==> src/rtl/stm_pkg.sv <==
package stm_pkg;

  localparam int SAMPLE_W   = 32;
  localparam int SUM_W      = 64;
  localparam int COUNT_W    = 32;
  localparam int MEAN_W     = 52;
  localparam int CFG_W      = 4;
  localparam int CFG_IDX_W  = 1;
  localparam int IN_DATA_W  = 32;
  localparam int OUT_DATA_W = 152;

  // Largest and smallest values that the mean may take.
  localparam logic [MEAN_W-1:0] MEAN_POS_LIM = {1'b0, {(MEAN_W-1){1'b1}}};
  localparam logic [MEAN_W-1:0] MEAN_NEG_LIM = {1'b1, {(MEAN_W-1){1'b0}}};

  typedef enum logic [CFG_IDX_W-1:0] {
    REG_NUM_HIGH = 1'b0,
    REG_NUM_LOW  = 1'b1
  } cfg_reg_t;

  typedef enum logic [1:0] {
    DIV_IDLE,
    DIV_RUN,
    DIV_FIX,
    DIV_DONE
  } div_state_t;

endpackage

==> src/rtl/streaming_trimmed_mean_top.sv <==
// Channel   Direction  Signals                         Contents
// s_*       in         s_tvalid s_tready s_tdata s_tlast  one sample, last mark on tlast
// m_*       out        m_tvalid m_tready m_tdata m_tuser  sum, count and mean; empty flag
// cfg_*     in         cfg_wen cfg_index cfg_wdata       num_high (0), num_low (1)
//
// One sample is taken per cycle while the pipeline runs; each sample passes the
// high store, the low store and the accumulator in turn.
// The result of a set leaves through the bit-serial divider that forms the mean,
// which takes the set when its last sample reaches the accumulator.
// A set with nothing kept skips the division and its result is offered in the next cycle.
// s_tready falls only while the last sample of a set waits at the accumulator
// and the divider still works on, or holds, the result of the previous set.
// Reset is synchronous and clears fill counts, sum, count and handshake state.
module streaming_trimmed_mean_top import stm_pkg::*; #(
  parameter int MAX_HIGH  = 10,
  parameter int MAX_LOW   = 10,
  parameter int FRAC_BITS = 20
) (
  input  logic                  clk,
  input  logic                  rst,
  input  logic                  s_tvalid,
  output logic                  s_tready,
  input  logic [IN_DATA_W-1:0]  s_tdata,   // [31:0] sample
  input  logic                  s_tlast,   // last_sample
  output logic                  m_tvalid,
  input  logic                  m_tready,
  output logic [OUT_DATA_W-1:0] m_tdata,   // [63:0] kept_sum, [95:64] kept_count,
                                           // [147:96] mean_value, [151:148] zero
  output logic                  m_tuser,   // empty_set
  input  logic                  cfg_wen,
  input  logic [CFG_IDX_W-1:0]  cfg_index,
  input  logic [CFG_W-1:0]      cfg_wdata
);

  localparam int HLW = $clog2(MAX_HIGH + 1);
  localparam int LLW = $clog2(MAX_LOW + 1);

  logic [HLW-1:0]             num_high;
  logic [LLW-1:0]             num_low;

  logic                       en;
  logic                       accept;
  logic signed [SAMPLE_W-1:0] sample;

  logic                       h_pass;
  logic signed [SAMPLE_W-1:0] h_out;
  logic                       l_pass;
  logic signed [SAMPLE_W-1:0] l_out;

  logic                       p1_valid;
  logic                       p1_pass;
  logic                       p1_last;
  logic signed [SAMPLE_W-1:0] p1_val;
  logic                       p2_valid;
  logic                       p2_pass;
  logic                       p2_last;
  logic signed [SAMPLE_W-1:0] p2_val;

  logic [SUM_W-1:0]           running_sum;
  logic [COUNT_W-1:0]         running_count;
  logic [SUM_W-1:0]           sum_next;
  logic [COUNT_W-1:0]         count_next;

  logic                       div_busy;
  logic                       div_start;
  logic [SUM_W-1:0]           kept_sum;
  logic [COUNT_W-1:0]         kept_count;
  logic [MEAN_W-1:0]          mean_value;
  logic                       empty_set;

  // Configuration: values above the store capacity saturate on write.
  always_ff @(posedge clk) begin
    if (rst) begin
      num_high <= HLW'(1);
      num_low  <= LLW'(1);
    end else if (cfg_wen) begin
      case (cfg_index)
        REG_NUM_HIGH: begin
          num_high <= (32'(cfg_wdata) > MAX_HIGH) ? HLW'(MAX_HIGH) : HLW'(cfg_wdata);
        end
        REG_NUM_LOW: begin
          num_low <= (32'(cfg_wdata) > MAX_LOW) ? LLW'(MAX_LOW) : LLW'(cfg_wdata);
        end
        default: begin
        end
      endcase
    end
  end

  // The whole pipeline holds while a finished set cannot hand over to the divider.
  assign en       = !(p2_valid && p2_last && div_busy);
  assign s_tready = en;
  assign accept   = s_tvalid && en;
  assign sample   = s_tdata[SAMPLE_W-1:0];

  // First stage: the largest values of the set.
  stm_store #(.DEPTH(MAX_HIGH)) u_high (
    .clk        (clk),
    .rst        (rst),
    .keep_large (1'b1),
    .push       (accept),
    .clear      (accept && s_tlast),
    .limit      (num_high),
    .v          (sample),
    .pass       (h_pass),
    .out_value  (h_out)
  );

  always_ff @(posedge clk) begin
    if (rst) begin
      p1_valid <= 1'b0;
    end else if (en) begin
      p1_valid <= accept;
    end
  end

  always_ff @(posedge clk) begin
    if (en) begin
      p1_pass <= h_pass;
      p1_val  <= h_out;
      p1_last <= s_tlast;
    end
  end

  // Second stage: the smallest of the values that the high store let through.
  stm_store #(.DEPTH(MAX_LOW)) u_low (
    .clk        (clk),
    .rst        (rst),
    .keep_large (1'b0),
    .push       (en && p1_valid && p1_pass),
    .clear      (en && p1_valid && p1_last),
    .limit      (num_low),
    .v          (p1_val),
    .pass       (l_pass),
    .out_value  (l_out)
  );

  always_ff @(posedge clk) begin
    if (rst) begin
      p2_valid <= 1'b0;
    end else if (en) begin
      p2_valid <= p1_valid;
    end
  end

  always_ff @(posedge clk) begin
    if (en) begin
      p2_pass <= p1_pass && l_pass;
      p2_val  <= l_out;
      p2_last <= p1_last;
    end
  end

  // Third stage: sum and count of the kept values; both wrap.
  assign sum_next   = running_sum + (p2_pass ? SUM_W'(p2_val) : '0);
  assign count_next = running_count + (p2_pass ? COUNT_W'(1) : '0);
  assign div_start  = en && p2_valid && p2_last;

  always_ff @(posedge clk) begin
    if (rst) begin
      running_sum   <= '0;
      running_count <= '0;
    end else if (en && p2_valid) begin
      if (p2_last) begin
        running_sum   <= '0;
        running_count <= '0;
      end else begin
        running_sum   <= sum_next;
        running_count <= count_next;
      end
    end
  end

  // The divider also serves as the output register of the result channel.
  stm_div #(.FRAC_BITS(FRAC_BITS)) u_div (
    .clk        (clk),
    .rst        (rst),
    .start      (div_start),
    .sum_in     (sum_next),
    .count_in   (count_next),
    .out_ready  (m_tready),
    .busy       (div_busy),
    .out_valid  (m_tvalid),
    .kept_sum   (kept_sum),
    .kept_count (kept_count),
    .mean_value (mean_value),
    .empty_set  (empty_set)
  );

  assign m_tdata = {{(OUT_DATA_W - SUM_W - COUNT_W - MEAN_W){1'b0}},
                    mean_value, kept_count, kept_sum};
  assign m_tuser = empty_set;

endmodule

==> src/rtl/stm_cell.sv <==
module stm_cell import stm_pkg::*; (
  input  logic                       clk,
  input  logic                       we,
  input  logic                       keep_large,
  input  logic                       valid,
  input  logic signed [SAMPLE_W-1:0] v,
  input  logic signed [SAMPLE_W-1:0] prev_value,
  input  logic                       prev_gt,
  output logic signed [SAMPLE_W-1:0] value,
  output logic                       gt
);

  logic signed [SAMPLE_W-1:0] value_next;
  logic                       ahead;

  // An empty cell always yields its place to the incoming value.
  assign ahead = keep_large ? (v > value) : (v < value);
  assign gt    = !valid || ahead;

  always_comb begin
    if (gt) begin
      value_next = prev_gt ? prev_value : v;
    end else begin
      value_next = value;
    end
  end

  always_ff @(posedge clk) begin
    if (we) begin
      value <= value_next;
    end
  end

endmodule

==> src/rtl/stm_store.sv <==
module stm_store import stm_pkg::*; #(
  parameter int DEPTH = 10
) (
  input  logic                               clk,
  input  logic                               rst,
  input  logic                               keep_large,
  input  logic                               push,
  input  logic                               clear,
  input  logic [$clog2(DEPTH+1)-1:0]         limit,
  input  logic signed [SAMPLE_W-1:0]         v,
  output logic                               pass,
  output logic signed [SAMPLE_W-1:0]         out_value
);

  localparam int LW = $clog2(DEPTH + 1);
  localparam int IW = (DEPTH > 1) ? $clog2(DEPTH) : 1;

  logic [LW-1:0]              fill;
  logic [LW-1:0]              fill_next;
  logic signed [SAMPLE_W-1:0] vals [DEPTH];
  logic                       gts  [DEPTH];
  logic                       insert;
  logic [IW-1:0]              tail;

  assign insert = fill < limit;
  assign pass   = !insert;
  assign tail   = IW'(fill - LW'(1));

  // The weakest of the stored values and the new one leaves a full store.
  always_comb begin
    if (fill == '0) begin
      out_value = v;
    end else if (gts[tail]) begin
      out_value = vals[tail];
    end else begin
      out_value = v;
    end
  end

  for (genvar i = 0; i < DEPTH; i++) begin : g_cell
    logic signed [SAMPLE_W-1:0] prev_value;
    logic                       prev_gt;

    if (i == 0) begin : g_head
      assign prev_value = v;
      assign prev_gt    = 1'b0;
    end else begin : g_link
      assign prev_value = vals[i-1];
      assign prev_gt    = gts[i-1];
    end

    stm_cell u_cell (
      .clk        (clk),
      .we         (push),
      .keep_large (keep_large),
      .valid      (LW'(i) < fill),
      .v          (v),
      .prev_value (prev_value),
      .prev_gt    (prev_gt),
      .value      (vals[i]),
      .gt         (gts[i])
    );
  end

  always_comb begin
    if (clear) begin
      fill_next = '0;
    end else if (push && insert) begin
      fill_next = fill + LW'(1);
    end else begin
      fill_next = fill;
    end
  end

  always_ff @(posedge clk) begin
    if (rst) begin
      fill <= '0;
    end else begin
      fill <= fill_next;
    end
  end

endmodule

==> src/rtl/stm_div.sv <==
module stm_div import stm_pkg::*; #(
  parameter int FRAC_BITS = 20
) (
  input  logic                      clk,
  input  logic                      rst,
  input  logic                      start,
  input  logic [SUM_W-1:0]          sum_in,
  input  logic [COUNT_W-1:0]        count_in,
  input  logic                      out_ready,
  output logic                      busy,
  output logic                      out_valid,
  output logic [SUM_W-1:0]          kept_sum,
  output logic [COUNT_W-1:0]        kept_count,
  output logic [MEAN_W-1:0]         mean_value,
  output logic                      empty_set
);

  localparam int DW = SUM_W + FRAC_BITS;
  localparam int CW = $clog2(DW);

  div_state_t          state;
  div_state_t          state_next;
  logic [DW-1:0]       dvd;
  logic [COUNT_W-1:0]  rem;
  logic [COUNT_W:0]    rem_sh;
  logic                ge;
  logic [MEAN_W-1:0]   quo;
  logic                ovf;
  logic                neg;
  logic [CW-1:0]       step;
  logic [SUM_W-1:0]    mag;
  logic [MEAN_W-1:0]   lim;
  logic [MEAN_W-1:0]   mag_m;

  assign mag    = sum_in[SUM_W-1] ? (~sum_in + SUM_W'(1)) : sum_in;
  assign rem_sh = {rem, dvd[DW-1]};
  assign ge     = rem_sh >= {1'b0, kept_count};
  assign lim    = neg ? MEAN_NEG_LIM : MEAN_POS_LIM;
  assign mag_m  = (ovf || (quo > lim)) ? lim : quo;

  always_comb begin
    state_next = state;
    case (state)
      DIV_IDLE: begin
        if (start) begin
          state_next = (count_in == '0) ? DIV_DONE : DIV_RUN;
        end
      end
      DIV_RUN: begin
        if (step == CW'(DW - 1)) begin
          state_next = DIV_FIX;
        end
      end
      DIV_FIX:  state_next = DIV_DONE;
      DIV_DONE: begin
        if (out_ready) begin
          state_next = DIV_IDLE;
        end
      end
      default:  state_next = DIV_IDLE;
    endcase
  end

  always_comb begin
    busy      = 1'b1;
    out_valid = 1'b0;
    case (state)
      DIV_IDLE: busy      = 1'b0;
      DIV_DONE: out_valid = 1'b1;
      default:  busy      = 1'b1;
    endcase
  end

  always_ff @(posedge clk) begin
    if (rst) begin
      state <= DIV_IDLE;
    end else begin
      state <= state_next;
    end
  end

  always_ff @(posedge clk) begin
    case (state)
      DIV_IDLE: begin
        if (start) begin
          kept_sum   <= sum_in;
          kept_count <= count_in;
          neg        <= sum_in[SUM_W-1];
          dvd        <= DW'(mag) << FRAC_BITS;
          rem        <= '0;
          quo        <= '0;
          ovf        <= 1'b0;
          step       <= '0;
          mean_value <= '0;
          empty_set  <= (count_in == '0);
        end
      end
      DIV_RUN: begin
        // One quotient bit per cycle; bits beyond the mean width only mark overflow.
        rem  <= ge ? COUNT_W'(rem_sh - {1'b0, kept_count}) : COUNT_W'(rem_sh);
        dvd  <= dvd << 1;
        quo  <= {quo[MEAN_W-2:0], ge};
        ovf  <= ovf | quo[MEAN_W-1];
        step <= step + CW'(1);
      end
      DIV_FIX: begin
        mean_value <= neg ? (~mag_m + MEAN_W'(1)) : mag_m;
      end
      default: begin
      end
    endcase
  end

endmodule

==> config.mk <==
export PLATFORM = sky130hd
export DESIGN_NAME = streaming_trimmed_mean_top
export DESIGN_NICKNAME = d
export VERILOG_FILES = /design/src/rtl/stm_pkg.sv /design/src/rtl/streaming_trimmed_mean_top.sv /design/src/rtl/stm_cell.sv /design/src/rtl/stm_store.sv /design/src/rtl/stm_div.sv
export SDC_FILE = /design/constraint.sdc
export NUM_CORES = 2
export LEC_CHECK = 0
export BUFFER_PORTS_ARGS = -buffer_cell sky130_fd_sc_hd__clkbuf_2
export CAP_MARGIN = 20
export CORE_MARGIN = 10
export CORE_UTILIZATION = 25
export CTS_CLUSTER_DIAMETER = 50
export DETAILED_ROUTE_END_ITERATION = 16
export PLACE_DENSITY = 0.45
export SYNTH_ARGS = -nofsm -noshare
export SYNTH_HDL_FRONTEND = slang
export SYNTH_SLANG_ARGS = --single-unit
==> constraint.sdc <==
create_clock -name clk -period 10.1 [get_ports clk]
set_input_delay 2.02 -clock clk [delete_from_list [all_inputs] [get_ports clk]]
set_output_delay 2.02 -clock clk [all_outputs]
set_load 0.005 [all_outputs]
==> results.toml <==
[clock_network]
tritoncts = "done"
cts_setup_buffers = 0
cts-buffers-inserted = 195
postCtsResizedCells = 0
cts.reportedPaths.clkPinSlew_ns = 0.05
hold_buffers = 0
clock_path_buffers = 4
cts-root-buf = "clkbuf_16"
clock_sinks = 1129
clk_latency_ns = 0.89
htreeDepth = 4

[detailed_routing]
vias_per_cell = 4.93
via_count = 59200
drc = 0
finalWirelength_mm = 245
dr.first_iter.drc_count = 3931
drtPass1Iterations = 8
antenna_left = 0
wl_per_cell_um = 20.4

[synthesis]
synth.largest_area_cell = "edfxtp_1"
yosysMostFrequentCell = "edfxtp_1"
synth_area_leaders = "edfxtp_1 (39%), ha_1 (12%), mux2_2 (5.6%)"
synth_top_cells_by_count = "edfxtp_1 (1,013), ha_1 (767), inv_1 (728), nand2_1 (572), o21ai_0 (560)"
synth_edf_count = 1013
synth_top_area_share_pct = 39.1
synth_cells = 7628
seq_area_frac_synth_pct = 42.1
synth-main-ff-cell = "edfxtp_1"
yosys_warnings = 0
syn_avg_cell_area_um2 = 10.2
ys_ff_latch = 1129
synthDistinctLibCells = 105
synthesis.area_mm2 = 0.0778
async_reset_ff_share_pct = 0

[worst_setup_path]
endpoint_kind = "flip-flop"
required_ns = 10.69
cp-start-kind = "flip-flop"
criticalPathCategory = "reg2reg"
path_max_fanout = 51
regToRegStartpoint = "p2_pass"
cp.arrival_ns = 6.94
worstSetupStartpoint = "p2_pass"

[sta]
period_share_pct = 62.8
worst_pin_slew_ns = 1.22
slew_headroom_pct = 18.5
finClkSkew_ns = 0.0827
rsz0062_at_grt = "no"
finalHoldViolCount = 0
setup_viol = 0
tns_ns = 0
max_clock_freq_mhz = 158
slew_viol_final = 0
layout_setup_ws_ns = 3.75
finalCriticalPeriod_ns = 6.35
whs_ns = 0.458

[global_route]
overflow = 0
grt_pass1_vias = 59600
grt_pass1_wl_mm = 373
track_usage_pct = 14.1
met2_usage_pct = 24.0
top_usage_layer = "met2"
use_met3_pct = 2.11
use_met1_pct = 18.4
grt_max_degree = 157
antenna_found_initial = 5

[cells_and_area]
fillers = 32100
drive_gt1_share_pct = 16.4
seq_area_mm2 = 0.0327
multi_input_area_mm2 = 0.0410
nets = 8541
area_growth_pct = 16.4

[run]
timing.max_cap.violations = 0

[die]
die_area_mm2 = 0.334
num_rows = 204
die_w_um = 578
ios = 198
core-area_mm2 = 0.309
die-height_um = 578
start_util_pct = 25.1

[placement]
numPortBuffers = 193
place_ws_ns = 2.98
place.gp.congestion = 0.857
dp_hpwl_mm = 180

[power_and_ir_drop]
power_density_mw_per_mm2 = 207
leakage_nw = 36.5
ir_worst_vdd_v = 0.000282

[min_path]
worstHoldStart = "num_low[2]"
min_path_type = "reg2reg"

[status]
status = "completed"
logic make-up after synthesis:
group / Yosys count / share of synthesized area, %
DFF: 1129 / 42.1
muxes: 648 / 11.0
adders and majority gates: 769 / 12.4
and+or+nand+nor: 1993 / 12.5
other: 1 / 0.00482
AOI/OAI and AO/OA: 1742 / 14.2
xor gates and xnor gates: 186 / 2.10
buffers and inverters: 1160 / 5.70
metal layers:
metal	up-vias	part of all wire, %
met5	-	0.012
met4	4	3.2
met3	377	4.8
met2	1395	47
met1	29100	45
li1	28400	-
worst max-delay path: stages (launching register included):
cell       delay, ns
edfxtp_1        0.32
buf_4           0.38
nand2_2         0.06
buf_4           0.32
inv_2           0.53
buf_4           0.52
a32oi_1         0.15
a2111oi_1       1.06
nand2_1         0.11
a211oi_1        0.61
a211o_1         0.19
nand2_1         0.26
and3b_1         0.35
or4b_4          0.48
o41ai_2         0.35
xnor2_1         0.11
mux2_4          0.28
final cells by class:
cell class                 count  area share [%]
antenna                        4          0.0111
clock buffer                 233            5.66
clock inverter               126            1.75
inverter                     731            3.04
multi-input combinational   5342            45.4
sequential                  1129            36.2
tap                         4120            5.70
timing repair buffer         330            2.28
final timing paths:
| path | slack, ns | endpoint | cells after the start |
|---|---|---|---|
| worst max-delay path | 3.75 | u_div.dvd[80] | 16 |
| worst min-delay path | 0.46 | num_low[2] | 2 |
| worst max register to register | 3.75 | u_div.dvd[80] | 16 |
| worst min register to register | 0.46 | num_low[2] | 2 |
cell usage in the layout (no fill, tap or decap), types with 54 or more instances in the layout:
master and n:
inv_1 727, buf_4 133, xnor2_1 115, nor3_1 101, nor2_1 480, and2_1 109, edfxtp_1 1013, mux2i_1 128
a21oi_1 355, xor2_1 66, dfxtp_1 114, mux4_2 129, clkbuf_16 198, nor4_1 56, nand4_1 173, a22oi_1 86
ha_1 764, nor2b_1 63, nand2b_1 54, clkbuf_2 192, a21o_1 236, o21ai_0 560, mux2_2 389, nand2_1 571
a211oi_1 58, nand3_1 149
sequential cells by signal, summed over array words and instances, names as in the netlist, 52 cells and up:
| register | cells |
|---|---|
| u_div.dvd | 64 |
| u_high.g_cell.u_cell.value | 320 |
| u_div.mean_value | 52 |
| u_div.kept_sum | 64 |
| u_div.quo | 52 |
| running_sum | 64 |
| u_low.g_cell.u_cell.value | 320 |
power by group:
part | leakage, nW | total (mW) | internal, mW | switching (mW)
logic | 22.6 | 5.10 | 1.93 | 3.17
clock network | 3.21 | 6.91 | 4.34 | 2.56
registers | 10.6 | 6.73 | 6.14 | 0.589
total | 36.5 | 18.7 | 12.4 | 6.33
metrics by stage:
step                area [µm²]  cells  power, mW  util, %
floorplan                77800   7631       10.2        -
global placement         83700  11600       11.9     27.0
detailed placement       83700  11600       11.9     27.1
CTS                      90400  12000       19.0     29.2
global route             90500  12000       19.8     29.2
finish                   90500  12000       18.7     29.3
No activity file was read; power rests on OpenSTA's default activity.
